[src/sv/smbf_pkg.sv]
// constants and types shared by the socks message boundary finder
package smbf_pkg;
    localparam int LENGTH_BITS  = 16;
    localparam int USERID_LIMIT = 255;
    localparam int DOMAIN_LIMIT = 253;

    localparam logic [1:0] VERDICT_SEARCH = 2'd0;
    localparam logic [1:0] VERDICT_FLUSH  = 2'd1;
    localparam logic [1:0] VERDICT_STOP   = 2'd2;

    localparam logic [3:0] ST_INIT      = 4'd0;
    localparam logic [3:0] ST_V5_NEG    = 4'd1;
    localparam logic [3:0] ST_V4_RESP   = 4'd2;
    localparam logic [3:0] ST_USERPASS  = 4'd3;
    localparam logic [3:0] ST_V5_REQ    = 4'd4;
    localparam logic [3:0] ST_V5_RESP   = 4'd5;
    localparam logic [3:0] ST_BR_NEG    = 4'd6;
    localparam logic [3:0] ST_BR_AUTH   = 4'd7;
    localparam logic [3:0] ST_BR_REQ    = 4'd8;
    localparam logic [3:0] ST_BR_RESP   = 4'd9;
    localparam logic [3:0] ST_ESTAB     = 4'd10;
    localparam logic [3:0] ST_ERROR     = 4'd11;

    localparam logic [1:0] PHASE_USERID = 2'd0;
    localparam logic [1:0] PHASE_DOMAIN = 2'd1;
    localparam logic [1:0] PHASE_DONE   = 2'd2;

    typedef logic [LENGTH_BITS-1:0] len_t;
    typedef logic [7:0] byte_t;
endpackage

[src/sv/socks_message_boundary_finder.sv]
// socks4/socks5 message boundary finder, one byte per cycle while s_ready is high
// the verdict word for a buffer is registered when its last word is taken
// throughput: one word per cycle while s_ready is high; scan state updates as each word is taken,
// and the verdict is computed from the updated state into the output register
// reset: aresetn synchronous active low clears scan state, latched session
// and the output valid
module socks_message_boundary_finder import smbf_pkg::*; (
    input  logic       aclk,
    input  logic       aresetn,
    input  logic       s_valid,
    output logic       s_ready,
    input  logic [7:0] s_data_byte,
    input  logic       s_buffer_start,
    input  logic       s_buffer_end,
    input  logic       s_from_client,
    input  logic [3:0] s_session_state,
    input  logic       s_handoff_done,
    output logic       m_valid,
    input  logic       m_ready,
    output logic [1:0] m_verdict,
    output logic [15:0] m_flush_length,
    output logic       m_length_saturated
);
    localparam len_t CNT_MAX = {LENGTH_BITS{1'b1}};

    len_t       cnt_reg, cnt_next;
    byte_t      hdr_reg [8];
    byte_t      hdr_next [8];
    logic [5:0] sess_reg, sess_next;
    logic [9:0] up_end_reg, up_end_next;
    logic [1:0] phase_reg, phase_next;
    len_t       uid_end_reg, uid_end_next;
    len_t       dom_end_reg, dom_end_next;
    logic       too_long_reg, too_long_next;
    logic       over_reg, over_next;

    logic       m_valid_reg;
    logic [1:0] verdict_reg, verdict_next;
    logic [15:0] flen_reg, flen_next;
    logic       sat_reg;
    logic       take;

    // output register frees whenever it is empty or being drained
    assign s_ready = !m_valid_reg || m_ready;
    assign take    = s_valid && s_ready;
    assign m_valid = m_valid_reg;
    assign m_verdict = verdict_reg;
    assign m_flush_length = flen_reg;
    assign m_length_saturated = sat_reg;

    // scan state update for one word
    always_comb begin
        len_t  i;
        byte_t b;
        logic  v4a;
        logic  clr;
        len_t  i1;
        i  = '0;
        b  = s_data_byte;
        clr = s_buffer_start;
        for (int k = 0; k < 8; k++) hdr_next[k] = clr ? 8'h00 : hdr_reg[k];
        cnt_next      = clr ? '0 : cnt_reg;
        up_end_next   = clr ? '0 : up_end_reg;
        phase_next    = clr ? PHASE_USERID : phase_reg;
        uid_end_next  = clr ? '0 : uid_end_reg;
        dom_end_next  = clr ? '0 : dom_end_reg;
        too_long_next = clr ? 1'b0 : too_long_reg;
        over_next     = clr ? 1'b0 : over_reg;
        sess_next     = clr ? {s_handoff_done, s_from_client, s_session_state} : sess_reg;
        i  = cnt_next;
        i1 = i + len_t'(1);
        if (i < len_t'(8)) hdr_next[i[2:0]] = b;
        if (i >= len_t'(2) && {1'b0, i} == (LENGTH_BITS+1)'(hdr_next[1]) + (LENGTH_BITS+1)'(2))
            up_end_next = 10'd3 + 10'(hdr_next[1]) + 10'(b);
        v4a = hdr_next[4] == 8'h00 && hdr_next[5] == 8'h00 &&
              hdr_next[6] == 8'h00 && hdr_next[7] != 8'h00;
        if (i >= len_t'(8) && !too_long_next) begin
            if (phase_next == PHASE_USERID) begin
                if (b == 8'h00) begin
                    uid_end_next = i1;
                    if (v4a) begin
                        phase_next = PHASE_DOMAIN;
                    end else begin
                        dom_end_next = i1;
                        phase_next = PHASE_DONE;
                    end
                end else if (i - len_t'(7) > len_t'(USERID_LIMIT)) begin
                    too_long_next = 1'b1;
                end
            end else if (phase_next == PHASE_DOMAIN) begin
                if (b == 8'h00) begin
                    dom_end_next = i1;
                    phase_next = PHASE_DONE;
                end else if ({1'b0, i} + (LENGTH_BITS+1)'(1) - {1'b0, uid_end_next}
                             > (LENGTH_BITS+1)'(DOMAIN_LIMIT)) begin
                    too_long_next = 1'b1;
                end
            end
        end
        if (i == CNT_MAX) over_next = 1'b1;
        else cnt_next = i1;
    end

    // pdu length selection on the updated state
    always_comb begin
        len_t  len;
        len_t  msg;
        len_t  auth_neg, v4_reply, auth_reply, userpass, up_reply, v5_conn, v4_req;
        len_t  need, addr;
        logic  v5_ok;
        logic [3:0] st;
        byte_t m;
        len = cnt_next;
        st  = sess_next[3:0];
        m   = hdr_next[1];
        // socks5 method negotiation
        auth_neg = '0;
        need = len_t'(hdr_next[1]) + len_t'(2);
        if (len >= len_t'(2) && hdr_next[0] == 8'h05 && hdr_next[1] != 8'h00 && len >= need)
            auth_neg = need;
        v4_reply = (len >= len_t'(8) && hdr_next[0] == 8'h00) ? len_t'(8) : '0;
        // method reply, falls back to socks4 reply
        auth_reply = '0;
        if (len >= len_t'(2)) begin
            if (hdr_next[0] == 8'h05) begin
                if (m != 8'h00 && m != 8'h02 && m != 8'hFF) auth_reply = len;
                else auth_reply = len_t'(2);
            end else if (hdr_next[0] == 8'h00) begin
                auth_reply = v4_reply;
            end
        end
        // username/password request
        userpass = '0;
        if (len >= len_t'(3) && hdr_next[0] == 8'h01 &&
            {1'b0, len} >= (LENGTH_BITS+1)'(hdr_next[1]) + (LENGTH_BITS+1)'(3) &&
            len >= len_t'(up_end_next))
            userpass = len_t'(up_end_next);
        up_reply = (len >= len_t'(2) && hdr_next[0] == 8'h01) ? len_t'(2) : '0;
        // socks5 connect request or reply
        v5_conn = '0;
        v5_ok = 1'b1;
        addr = '0;
        case (hdr_next[3])
            8'h01: addr = len_t'(4);
            8'h03: begin
                if (len < len_t'(5) || hdr_next[4] == 8'h00 ||
                    hdr_next[4] > 8'(DOMAIN_LIMIT)) v5_ok = 1'b0;
                addr = len_t'(hdr_next[4]) + len_t'(1);
            end
            8'h04: addr = len_t'(16);
            default: v5_ok = 1'b0;
        endcase
        if (len < len_t'(4) || hdr_next[0] != 8'h05) v5_ok = 1'b0;
        if (v5_ok && len >= addr + len_t'(6)) v5_conn = addr + len_t'(6);
        // socks4 request with user id and optional domain
        v4_req = '0;
        if (len >= len_t'(9) && hdr_next[0] == 8'h04 && !too_long_next &&
            phase_next == PHASE_DONE)
            v4_req = dom_end_next;

        msg = '0;
        if (sess_next[4]) begin
            case (st)
                ST_INIT, ST_V5_NEG: begin
                    if (v4_req != '0) msg = v4_req;
                    else if (len >= len_t'(2) && hdr_next[0] == 8'h05) msg = auth_neg;
                end
                ST_USERPASS: msg = userpass;
                ST_V5_REQ, ST_BR_RESP: msg = v5_conn;
                ST_BR_NEG: msg = (auth_reply != '0) ? auth_reply : userpass;
                ST_BR_AUTH: begin
                    if (len >= len_t'(2) && hdr_next[0] == 8'h01) msg = userpass;
                    else msg = auth_neg;
                end
                ST_BR_REQ: begin
                    if (len >= len_t'(4) && hdr_next[0] == 8'h05 && hdr_next[2] == 8'h05)
                        msg = len_t'(2);
                    else if (len == len_t'(2) && auth_reply != '0) msg = auth_reply;
                    else msg = v5_conn;
                end
                default: msg = '0;
            endcase
        end else begin
            case (st)
                ST_INIT, ST_V5_NEG, ST_BR_NEG: msg = auth_reply;
                ST_V4_RESP: msg = v4_reply;
                ST_USERPASS: msg = up_reply;
                ST_V5_REQ, ST_V5_RESP, ST_BR_AUTH, ST_BR_REQ: msg = v5_conn;
                ST_BR_RESP: msg = len;
                default: msg = '0;
            endcase
        end

        verdict_next = VERDICT_SEARCH;
        flen_next = '0;
        if (st == ST_ESTAB || sess_next[5]) begin
            verdict_next = VERDICT_STOP;
        end else if (st == ST_ERROR) begin
            verdict_next = VERDICT_FLUSH;
            flen_next = len[15:0];
        end else if (msg != '0 && msg <= len) begin
            verdict_next = VERDICT_FLUSH;
            flen_next = msg[15:0];
        end
    end

    // state and output registers
    always_ff @(posedge aclk) begin
        if (!aresetn) begin
            cnt_reg <= '0;
            for (int k = 0; k < 8; k++) hdr_reg[k] <= 8'h00;
            sess_reg <= '0;
            up_end_reg <= '0;
            phase_reg <= PHASE_USERID;
            uid_end_reg <= '0;
            dom_end_reg <= '0;
            too_long_reg <= 1'b0;
            over_reg <= 1'b0;
            m_valid_reg <= 1'b0;
        end else begin
            if (m_ready) m_valid_reg <= 1'b0;
            if (take) begin
                cnt_reg <= cnt_next;
                for (int k = 0; k < 8; k++) hdr_reg[k] <= hdr_next[k];
                sess_reg <= sess_next;
                up_end_reg <= up_end_next;
                phase_reg <= phase_next;
                uid_end_reg <= uid_end_next;
                dom_end_reg <= dom_end_next;
                too_long_reg <= too_long_next;
                over_reg <= over_next;
                if (s_buffer_end) m_valid_reg <= 1'b1;
            end
        end
    end

    // verdict payload
    always_ff @(posedge aclk) begin
        if (take && s_buffer_end) begin
            verdict_reg <= verdict_next;
            flen_reg <= flen_next;
            sat_reg <= over_next;
        end
    end
endmodule

[config.mk]
export PLATFORM = sky130hd
export DESIGN_NAME = socks_message_boundary_finder
export DESIGN_NICKNAME = d
export VERILOG_FILES = /design/src/sv/smbf_pkg.sv /design/src/sv/socks_message_boundary_finder.sv
export SDC_FILE = /design/constraint.sdc
export NUM_CORES = 1
export LEC_CHECK = 0
export BUFFER_PORTS_ARGS = -buffer_cell sky130_fd_sc_hd__buf_4
export CAP_MARGIN = 20
export CORE_ASPECT_RATIO = 1.1
export CORE_UTILIZATION = 59
export CTS_BUF_LIST = sky130_fd_sc_hd__clkbuf_2 sky130_fd_sc_hd__clkbuf_4 sky130_fd_sc_hd__clkbuf_8
export CTS_CLUSTER_SIZE = 40
export DETAILED_ROUTE_END_ITERATION = 10
export HOLD_SLACK_MARGIN = 0.1
export PLACE_DENSITY_LB_ADDON = 0.2
export SLEW_MARGIN = 20
export SYNTH_ARGS = -nofsm -noshare
export SYNTH_HDL_FRONTEND = slang
export SYNTH_SLANG_ARGS = --single-unit
[constraint.sdc]
create_clock -name aclk -period 10.3 [get_ports aclk]
set_clock_uncertainty 0.15 [all_clocks]
set_input_delay 1.545 -clock aclk [delete_from_list [all_inputs] [get_ports aclk]]
set_output_delay 1.545 -clock aclk [all_outputs]
set_load 0.01 [all_outputs]
* After elaboration in Yosys (flattened, before gate mapping) *
Memories as Yosys holds them, arrays and structs flattened.
Cells that the tools add are included.

storage, ports and cells
  bits in registers = 88
  memory bits (writable) = 64
  bits of input ports = 20
  output and inout bits = 21
  memories = 1

memories
  memory   words  width  rd ports  clocked after memory_dff  wr ports  RTL line                             RTL
  hdr_reg  8      8      8         0                         8         socks_message_boundary_finder.sv:27  byte_t hdr_reg [8];

operators by class
  $add $sub $neg = 11
  $lt $le $gt $ge = 20
  equality and inequality tests = 26
  muxes and demuxes = 87
  bitwise gates (word level) = 9
  reductions and logical operators = 51

operators with widths
  cell                                                                count
  two-way mux 16 bit                                                  27
  two-way mux 8 bit                                                   17
  case mux 16 bit (6 select lines)                                    1
  case mux 16 bit (5 select lines)                                    1
  bitwise mux 64 bit                                                  1
  two-way mux 64 bit                                                  1
  greater-or-equal comparator 16 x 2 -> 1 bit, second input constant  3
  greater-or-equal comparator 16 x 4 -> 1 bit, second input constant  3
  nonzero test 16 bit                                                 3
  zero test 8 bit                                                     5
  equality test 8 x 3 -> 1 bit, second input constant                 4
  greater-or-equal comparator 16 x 9 -> 1 bit                         2
  less-than comparator 16 x 3 -> 1 bit, second input constant         2
  two-way mux 10 bit                                                  3
  adder 8 x 2 -> 9 bit, second input constant                         3
  case mux 9 bit (3 select lines)                                     1
  logical AND 1 bit                                                   26
  demux 8 bit (select 3 bit)                                          1
  two-way mux 1 bit                                                   21
  adder 16 x 1 -> 17 bit, second input constant                       1
  greater-than comparator 17 x 8 -> 1 bit, second input constant      1
  subtractor 17 x 16 -> 17 bit                                        1
  adder 16 x 1 -> 16 bit, second input constant                       1
  adder 16 x 3 -> 16 bit, second input constant                       1
  42 further kinds                                                    74

* Logic depth before layout (Yosys ltp) *
Gate-level depths: netlist of run 1.

  depth after elaboration = 27
  depth in mapped cells = 48

* Worst setup path after synthesis of run 1 *
No wires, ideal clock.

  kind = input to register
  start point = input port s_buffer_start
  end point = register verdict_reg[0], in the netlist m_verdict[0] (data pin)
  library setup time = 0.131 ns
  data arrival time = 9.477 ns
  data required time = 10.019 ns
  slack = 0.542 ns
  stages = 46
  cells stage by stage = buf_2 -> clkbuf_1 -> clkbuf_1 -> buf_1 -> buf_1 -> buf_2 -> buf_1 -> clkbuf_1 -> clkbuf_1 -> nor3b_1 -> a21oi_1 -> inv_1 -> ha_1 -> and2_1 -> o2111ai_1 -> nand2_1 -> nor2_1 -> and4_1 -> [... 10 more ...] -> o22ai_1 -> a211oi_1 -> o21ai_0 -> ha_1 -> a21o_1 -> a21oi_1 -> nor2b_1 -> o21ai_0 -> nand2b_1 -> a21oi_1 -> nor2b_1 -> o21ai_0 -> nand2_1 -> o31ai_1 -> o221ai_2 -> o31ai_4 -> buf_4 -> o31a_1

RTL lines
  item                  RTL line                              RTL
  from (decl)           socks_message_boundary_finder.sv:13   input logic s_buffer_start,
  to (signal assigned)  socks_message_boundary_finder.sv:240  verdict_reg <= verdict_next;
  to (decl)             socks_message_boundary_finder.sv:38   logic [1:0] verdict_reg, verdict_next;

==> results of run 1 <==
-- synth_stat cells, types with 12 or more instances --
library cell,instances,area (µm²)
nor2_1,227,852.1
a21oi_1,160,800.8
nand2_1,150,563.0
ha_1,102,1276
clkbuf_1,83,311.6
edfxtp_1,83,2492
dfxtp_1,69,1381
nand3_1,69,345.3
inv_1,64,240.2
o21ai_0,63,315.3
a211oi_1,41,307.8
a22oi_1,39,292.8
nor3b_1,39,292.8
nor2b_1,35,219.0
nor3_1,35,175.2
nand4_1,30,187.7
xnor2_1,30,262.8
o211ai_1,29,217.7
xor2_1,28,245.2
mux2i_1,26,260.3
nor4_1,23,143.9
nand2b_1,18,112.6
a21o_1,17,127.6
and2_1,17,106.4
o22ai_1,16,100.1
and3_1,15,93.84
o21a_1,15,112.6
buf_1,12,45.04
buf_2,12,60.06
-- metrics by stage --
stage	instances	hold WS (ps)
floorplan	1762	282.1
detailed placement	2028	299.7
CTS	2060	313.6
finish	2060	312.4
global placement	2028	292.0
global route	2060	340.7
-- per-layer routing --
metal / global-route usage / vias up
met5: 0 / -
met4: 0.2320 / 0
met3: 0.07843 / 207
met2: 0.6197 / 864
met1: 0.5089 / 6685
li1: - / 6521
-- power breakdown --
group | switching (W) | leakage [nW] | internal (W)
registers | 0.0000267 | 1.45 | 0.000668
clock network | 0.000304 | 0.206 | 0.000186
logic | 0.000274 | 4.07 | 0.000143
-- worst max-delay path: cells and delay by family --
family	cells	cell delay (ps)
AO/OA/AOI/OAI	19	4350
buffers and inverters	7	820
adder cells (fa/ha/maj)	3	970
AND/OR/NAND/NOR	16	1940
-- final timing paths --
path                       start           endpoint  cells after the start
hold / removal    dom_end_reg[1]     dom_end_reg[1]                      2
setup reg to reg     cnt_reg[15]  m_flush_length[1]                     43
hold reg to reg   dom_end_reg[1]     dom_end_reg[1]                      2
setup / recovery  s_buffer_start  m_flush_length[1]                     45
-- kinds of logic (layout without fill, tap and decap cells) --
logic type | after synthesis | after routing | synth area share
muxes | 36 | 36 | 0.02688
and+or+nand+nor | 725 | 725 | 0.2646
DFF | 152 | 152 | 0.2793
xor gates and xnor gates | 59 | 59 | 0.03825
buffers and inverters | 180 | 178 | 0.05142
adders and majority gates | 104 | 104 | 0.09489
other | 1 | 1 | 0.0002704
AOI/OAI and AO/OA | 505 | 505 | 0.2445
-- area by class of cell --
class                      instances  area (µm²)  area share
clock buffer                      17       234.0     0.01583
clock inverter                    15       168.9     0.01143
inverter                          69       259.0     0.01752
multi-input combinational       1430        9291      0.6286
sequential                       152        3874      0.2621
tap                              300       375.4     0.02540
timing repair buffer              77       578.1     0.03911
==> results.json, run 1 <==
{
  "status": "complete, no violations",
  "post_cts_resize_count": 0,
  "synth_nets": 1886,
  "finalHoldViolations": 0,
  "final_cell_mix": "227 x nor2_1, 160 x a21oi_1, 149 x nand2_1",
  "final_antenna_net_count": 0,
  "cts_buffers": 17,
  "fp.dieW_um": 148.2,
  "netlist_area_mm2": 0.01387,
  "fin_area_mm2": 0.01478,
  "slew_viol_final": 0,
  "pin_count": 41,
  "layout_commonest_cell": "nor2_1",
  "tightest_slew_ps": 1006,
  "synthArstFlopShare": 0,
  "cp.required_ps": 10490,
  "hpwlAfterDp_mm": 34.97,
  "vias": 14277,
  "power_density_mw_per_mm2": 108.4,
  "finalCriticalPeriod_ps": 9438,
  "total_power_w": 0.001603,
  "root_buffer": "clkbuf_8",
  "cpPeakStageDelay_ps": 540,
  "critPathLaunchType": "primary input",
  "grt_max_degree": 84,
  "met3_length_mm": 4.695,
  "fin_crit_sh": 0.9163,
  "synth_cells": 1762,
  "hold_buffers": 0,
  "rsz0062_at_grt": "no",
  "initial_core_util": 0.6049,
  "dieArea_mm2": 0.02413,
  "port_buffers": 40,
  "synth-edff-count": 83,
  "finish.utilization": 0.6445,
  "grt_antenna_before_repair": 0,
  "timing.final.ws_setup_ps": 861.9,
  "dpl_worst_slack_ps": 603.1,
  "grt_overflow": 0,
  "crit_slowest_cell": "a2111oi_0",
  "nFillCells": 2061,
  "dr_wl_met2_mm": 21.15,
  "top_layer": "met4",
  "areaGrowthSynthToFinish_pct": 6.558,
  "synth_cell_type_count": 98,
  "dr.first_iter.drc_count": 1732,
  "slew-limit-headroom": 0.3293,
  "post_cts_buffers": 0,
  "diodes": 0,
  "wl_mm": 47.54,
  "cts_tree": "done",
  "synth_warnings": 0,
  "cp_common_cell": "a21oi_1",
  "clkLatencyLatePin_ps": 490,
  "yosysSeqAreaShare": 0.2793,
  "power_leakage_nw": 5.718,
  "cp_max_fo": 16,
  "setup_tns_ps": 0,
  "rrSetupSlack_ps": 950,
  "setup_viol_count_final": 0,
  "remaining_drc_errors": 0,
  "wire_per_inst_um": 23.08,
  "die_y_um": 162.8,
  "cts.sinks": 152,
  "core_area_mm2": 0.02293,
  "cp-end-kind": "register",
  "num_rows": 58,
  "cts_buffer_depth": 2,
  "arrival_ps": 9630,
  "htreeDepth": 4,
  "criticalPathCategory": "primary input to register",
  "vias_per_cell": 6.931,
  "fmax_ghz": 0.1060,
  "largest_register_ffs": 64,
  "globalplace.congestion": 1.048,
  "synth_seq_cells": 152,
  "grt_pass1_wl_mm": 74.06,
  "clk_pin_slew_worst_paths_ps": 110,
  "wl_met1_mm": 19.01,
  "grt_pass1_vias": 13451,
  "synth_area_per_cell_um2": 7.872,
  "worstHoldPathType": "register to register",
  "ys.flop_type": "edfxtp_1",
  "drive_gt1_frac": 0.08920,
  "drtPass1Iterations": 6,
  "num-nets-final": 1871,
  "grt_usage": 0.3969,
  "maxCapViolCount": 0,
  "max-vdd-ir-drop_mv": 0.08814,
  "place_area_mm2": 0.01437
}
Note: power is estimated with default switching activity, not from simulation.
==> run 2: changes to the inputs <==
--- a/config.mk
+++ b/config.mk
@@ -7,9 +7,10 @@
 export LEC_CHECK = 0
 export BUFFER_PORTS_ARGS = -buffer_cell sky130_fd_sc_hd__buf_4
 export CAP_MARGIN = 20
-export CORE_ASPECT_RATIO = 1.1
+export CORE_ASPECT_RATIO = 1.5
 export CORE_UTILIZATION = 59
 export CTS_BUF_LIST = sky130_fd_sc_hd__clkbuf_2 sky130_fd_sc_hd__clkbuf_4 sky130_fd_sc_hd__clkbuf_8
+export CTS_CLUSTER_DIAMETER = 120
 export CTS_CLUSTER_SIZE = 40
 export DETAILED_ROUTE_END_ITERATION = 10
 export HOLD_SLACK_MARGIN = 0.1
==> run 2 against run 1 <==
Effect of this change: non-clock buffer count up 20; combinational power up 3%; sequential power about the same; worst hold slack better by 8.3 ps; design area up 0.90%; sequential cell count unchanged; count of clock-buffer cells in the layout unchanged; register-to-register slack worse by 550 ps; power down 1.2%; utilization up 0.23 points; sequential share of layout area down 0.23 points.
==> results.json, run 2 (synthesis results as in run 1) <==
{
  "status": "complete, no violations",
  "crit_slowest_cell": "a2111oi_0",
  "power_frac_seq": 0.439,
  "fmax_ghz": 0.1009,
  "drtPass1Iterations": 6,
  "htreeDepth": 4,
  "grt_max_degree": 71,
  "finalHoldViolations": 0,
  "nFillCells": 2045,
  "clkLatencyLatePin_ps": 500,
  "p_comb_frac": 0.270,
  "dieArea_mm2": 0.02414,
  "wl_mm": 50.13,
  "multi_input_area_mm2": 0.009288,
  "root_buffer": "clkbuf_8",
  "hpwlAfterDp_mm": 37.14,
  "rsz0062_at_grt": "no",
  "setup_tns_ps": 0,
  "setup_viol_count_final": 0,
  "max-vdd-ir-drop_mv": 0.1025,
  "cp_max_fo": 16,
  "cts.sinks": 152,
  "finalCriticalPeriod_ps": 9907,
  "critPathLaunchType": "primary input",
  "slew-limit-headroom": 0.2524,
  "layout_commonest_cell": "nor2_1",
  "die_y_um": 189.8,
  "cp_common_cell": "a21oi_1",
  "clkPwrFrac": 0.291,
  "hold_buffers": 0,
  "initial_core_util": 0.6016,
  "dr.first_iter.drc_count": 1499,
  "vias": 14240,
  "tightest_slew_ps": 1110,
  "arrival_ps": 10070,
  "power_leakage_nw": 5.806,
  "clk_pin_slew_worst_paths_ps": 100,
  "slew_viol_final": 0,
  "diodes": 0,
  "num_rows": 68,
  "vias_per_cell": 6.797,
  "wire_per_inst_um": 23.93,
  "port_buffers": 40,
  "p_int_w": 0.001011,
  "final_cell_mix": "227 x nor2_1, 160 x a21oi_1, 149 x nand2_1",
  "pin_count": 41,
  "cts_buffer_depth": 2,
  "netSwitchingFraction": 0.3615,
  "areaGrowthSynthToFinish_pct": 7.514,
  "final_antenna_net_count": 0,
  "regArea_mm2": 0.003874,
  "maxCapViolCount": 0,
  "criticalPathCategory": "primary input to register",
  "num-nets-final": 1891,
  "grt_overflow": 0,
  "power_switching_w": 0.0005726,
  "cts_buffers": 17,
  "largest_register_ffs": 64,
  "whs_ps": 320.8,
  "cp.required_ps": 10470,
  "grt_usage": 0.4211,
  "grt_pass1_vias": 13653,
  "post_cts_buffers": 0,
  "cts_tree": "done",
  "globalplace.congestion": 1.078,
  "fin_crit_sh": 0.9618,
  "grt_antenna_before_repair": 0,
  "power_density_mw_per_mm2": 106.2,
  "core_area_mm2": 0.02306,
  "remaining_drc_errors": 0,
  "cp-end-kind": "register",
  "fp.dieW_um": 127.2,
  "post_cts_resize_count": 0,
  "grt_pass1_wl_mm": 76.63,
  "worstHoldPathType": "register to register",
  "cpPeakStageDelay_ps": 800,
  "drive_gt1_frac": 0.09775
}
run 2: cell types whose count changed in the layout (fill, tap and decap cells not counted), sizes merged:
cell	before	now
clkinvlp	0	1
buf	77	97
bufinv	0	1
clkinv	8	6
run 2: path summary, 6_finish.rpt:
path / slack, ps / cells past startpoint / endpoint / from
worst min register to register: 320 / 2 / dom_end_reg[1] / dom_end_reg[1]
worst max register to register: 400 / 44 / m_flush_length[1] / cnt_reg[15]
worst min-delay path: 320 / 2 / dom_end_reg[1] / dom_end_reg[1]
worst max-delay path: 390 / 45 / m_flush_length[1] / s_buffer_start
run 2: through the flow:
stage	cells	util	worst slack (ps)	area (µm²)	total power, W
final	2095	0.6468	393.3	14910	0.001584
after detailed placement	2062	0.6304	244.7	14540	0.001120
after CTS	2094	0.6466	680.2	14910	0.001570
after global placement	2062	0.6304	551.2	14540	0.001115
after global routing	2095	0.6468	154.6	14910	0.001643
after floorplan	1762	-	541.7	13870	0.0009889
run 2: layer usage:
layer  GRT usage  share of wire  routed length, µm  vias up
met5           0              0                  0        -
met4      0.3416          0.089               4480        0
met3     0.08802          0.085               4252      283
met2      0.6940           0.47              23320      793
met1      0.4687           0.36              18080     6609
li1            -              -                  -     6555
run 2: area by class of cell:
type | count | share of cell area
clock inverter | 15 | 0.009313
tap | 315 | 0.02643
inverter | 69 | 0.01737
clock buffer | 17 | 0.01569
timing repair buffer | 97 | 0.04866
multi-input combinational | 1430 | 0.6228
sequential | 152 | 0.2598
run 2: critical path, delay by kind of cell:
| family | cells | cell delay [ps] |
|---|---|---|
| compound gates | 19 | 4770 |
| simple gates | 17 | 1920 |
| fa+ha+maj | 3 | 970 |
| buf+inv | 6 | 850 |
run 2: power by group through the flow:
stage	Sequential [W]	Combinational (W)	Clock, W
final	0.000695	0.000428	0.000461
after global routing	0.000697	0.000460	0.000486
after CTS	0.000693	0.000416	0.000461
after detailed placement	0.000707	0.000413	0
after global placement	0.000706	0.000409	0
after floorplan	0.000697	0.000291	0
==> run 3: changes to the inputs <==
--- a/config.mk
+++ b/config.mk
@@ -13,8 +13,9 @@
 export CTS_CLUSTER_DIAMETER = 120
 export CTS_CLUSTER_SIZE = 40
 export DETAILED_ROUTE_END_ITERATION = 10
+export GPL_TIMING_DRIVEN = 0
 export HOLD_SLACK_MARGIN = 0.1
-export PLACE_DENSITY_LB_ADDON = 0.2
+export PLACE_DENSITY = 0.87
 export SLEW_MARGIN = 20
 export SYNTH_ARGS = -nofsm -noshare
 export SYNTH_HDL_FRONTEND = slang
==> run 3 against run 2 <==
Effect of this change: critical path type unchanged; setup slack got worse by 220 ps; combinational power rose by 11%; count of clock-buffer cells in the layout did not move; global-route usage rose by 5.2 points; register-to-register slack got worse by 130 ps; die area did not move; highest routed layer unchanged; design area rose by 2.4%; clock power rose by 12%; utilization rose by 1.6 points; via count rose by 7.0%.
==> results.json, run 3 (synthesis results as in run 1) <==
{
  "status": "complete, no violations",
  "crit_slowest_cell": "ha_1",
  "met2_usage": 0.7530,
  "drive_gt1_frac": 0.09542,
  "critPathLaunchType": "primary input",
  "wire_per_inst_um": 26.42,
  "num_rows": 68,
  "areaGrowthSynthToFinish_pct": 10.10,
  "cts_buffers": 17,
  "power_density_mw_per_mm2": 110.0,
  "slew-limit-headroom": 0.2286,
  "cts.sinks": 152,
  "grt_pass1_vias": 14373,
  "num-nets-final": 1945,
  "largest_register_ffs": 64,
  "dieArea_mm2": 0.02414,
  "rsz0062_at_grt": "no",
  "grt_usage": 0.4726,
  "grt.met3_usage": 0.08690,
  "power_switching_w": 0.0006485,
  "power_frac_seq": 0.410,
  "hold_buffers": 0,
  "grt_antenna_before_repair": 0,
  "max-vdd-ir-drop_mv": 0.1174,
  "port_buffers": 38,
  "power_leakage_nw": 5.885,
  "cpLargestDelayFamily": "compound AO/OA/AOI/OAI gates",
  "top_usage_layer": "met2",
  "maxCapViolCount": 0,
  "clkLatencyLatePin_ps": 530,
  "layout_commonest_cell": "nor2_1",
  "nFillCells": 1993,
  "grt_max_degree": 58,
  "cp_common_cell": "a21oi_1",
  "finalHoldViolations": 0,
  "netSwitchingFraction": 0.3859,
  "criticalPathCategory": "primary input to register",
  "drtPass1Iterations": 6,
  "arrival_ps": 10350,
  "cts_tree": "done",
  "clk_pin_slew_worst_paths_ps": 100,
  "slew_viol_final": 0,
  "core_area_mm2": 0.02306,
  "final_antenna_net_count": 0,
  "placedCellCount": 2116,
  "cp_max_fo": 10,
  "htreeDepth": 4,
  "remaining_drc_errors": 0,
  "initial_core_util": 0.6016,
  "final_cells": 2149,
  "root_buffer": "clkbuf_8",
  "place_area_mm2": 0.01460,
  "fp.dieW_um": 127.2,
  "fin_crit_sh": 0.9828,
  "final_cell_mix": "224 x nor2_1, 156 x a21oi_1, 146 x nand2_1",
  "cts_buffer_depth": 2,
  "cp.required_ps": 10530,
  "whs_ps": 316.5,
  "worstHoldPathType": "register to register",
  "grt_pass1_wl_mm": 84.33,
  "diodes": 0,
  "hpwlAfterDp_mm": 43.26,
  "fin_area_mm2": 0.01527,
  "setup_viol_count_final": 0,
  "p_int_w": 0.001032,
  "grtUsageMet1": 0.5390,
  "clkPwrFrac": 0.309,
  "tightest_slew_ps": 1157,
  "p_comb_frac": 0.282,
  "vias": 15230,
  "finalCriticalPeriod_ps": 10120,
  "vias_per_cell": 7.087,
  "globalplace.congestion": 1.074,
  "cp-end-kind": "register",
  "pin_count": 41,
  "die_y_um": 189.8,
  "wl_mm": 56.77,
  "dr.first_iter.drc_count": 1832,
  "crit_buf_inv": 10,
  "grt_overflow": 0,
  "fmax_ghz": 0.09878,
  "cpPeakStageDelay_ps": 450,
  "total_power_w": 0.001681
}
run 3: cell types whose count changed in the layout (fill, tap and decap cells not counted), sizes merged:
cell      previous run  this run
clkbuf              17        98
buf                 97        70
inv                 76        79
clkinv               6         4
clkinvlp             1         0
run 3: worst paths after layout:
kind / start / endpoint / slack [ps] / cells past startpoint
worst max-delay path: s_buffer_start / m_verdict[0] / 180 / 46
worst min-delay path: dom_end_reg[1] / dom_end_reg[1] / 320 / 2
worst max register to register: cnt_reg[11] / m_verdict[0] / 270 / 44
worst min register to register: dom_end_reg[1] / dom_end_reg[1] / 320 / 2
run 3: power by group through the flow:
stage	clock (W)	combinational, W	sequential (W)
final	0.000518	0.000473	0.000689
after global placement	0	0.000430	0.000701
after floorplan	0	0.000291	0.000697
after CTS	0.000513	0.000447	0.000687
after global routing	0.000532	0.000500	0.000691
after detailed placement	0	0.000439	0.000701
run 3: what timing repair did:
item / CTS / global route
buffers inserted: 2 / 1
endpoints found under the setup margin: 28 / 17
resized for setup: 49 / 40
gates cloned: 0 / 0
pin swaps: 2 / 1
run 3: metal layers:
metal / routed length, µm / vias up
li1: - / 6672
met1: 20070 / 7108
met2: 25390 / 1097
met3: 5434 / 353
met4: 5876 / 0
met5: 0 / -
run 3: through the flow:
step,util,TNS (ps),setup slack (ps)
after detailed placement,0.6332,-87100,-4731
after global placement,0.6311,-88650,-4772
after floorplan,-,0,541.7
after CTS,0.6567,0,11.49
after global routing,0.6624,0,32.52
final,0.6624,0,176.7
run 3: layout make-up:
class / count / area (µm²) / share of cell area
multi-input cells: 1430 / 9440 / 0.6181
clock buffers: 17 / 234.0 / 0.01532
clock inverters: 15 / 187.7 / 0.01229
well taps: 315 / 394.1 / 0.02581
flip-flops and latches: 152 / 3874 / 0.2536
repair buffers: 42 / 335.3 / 0.02196
plain buffers: 109 / 543.0 / 0.03556
inverters: 69 / 264.0 / 0.01729
run 3: worst register-to-register path: cells and delay by family, from the launching register on:
family / cells / cell delay, ps
AO/OA/AOI/OAI: 19 / 4270
AND/OR/NAND/NOR: 15 / 2800
adder cells (fa/ha/maj): 3 / 1160
buffers and inverters: 7 / 1230
flip-flops: 1 / 310
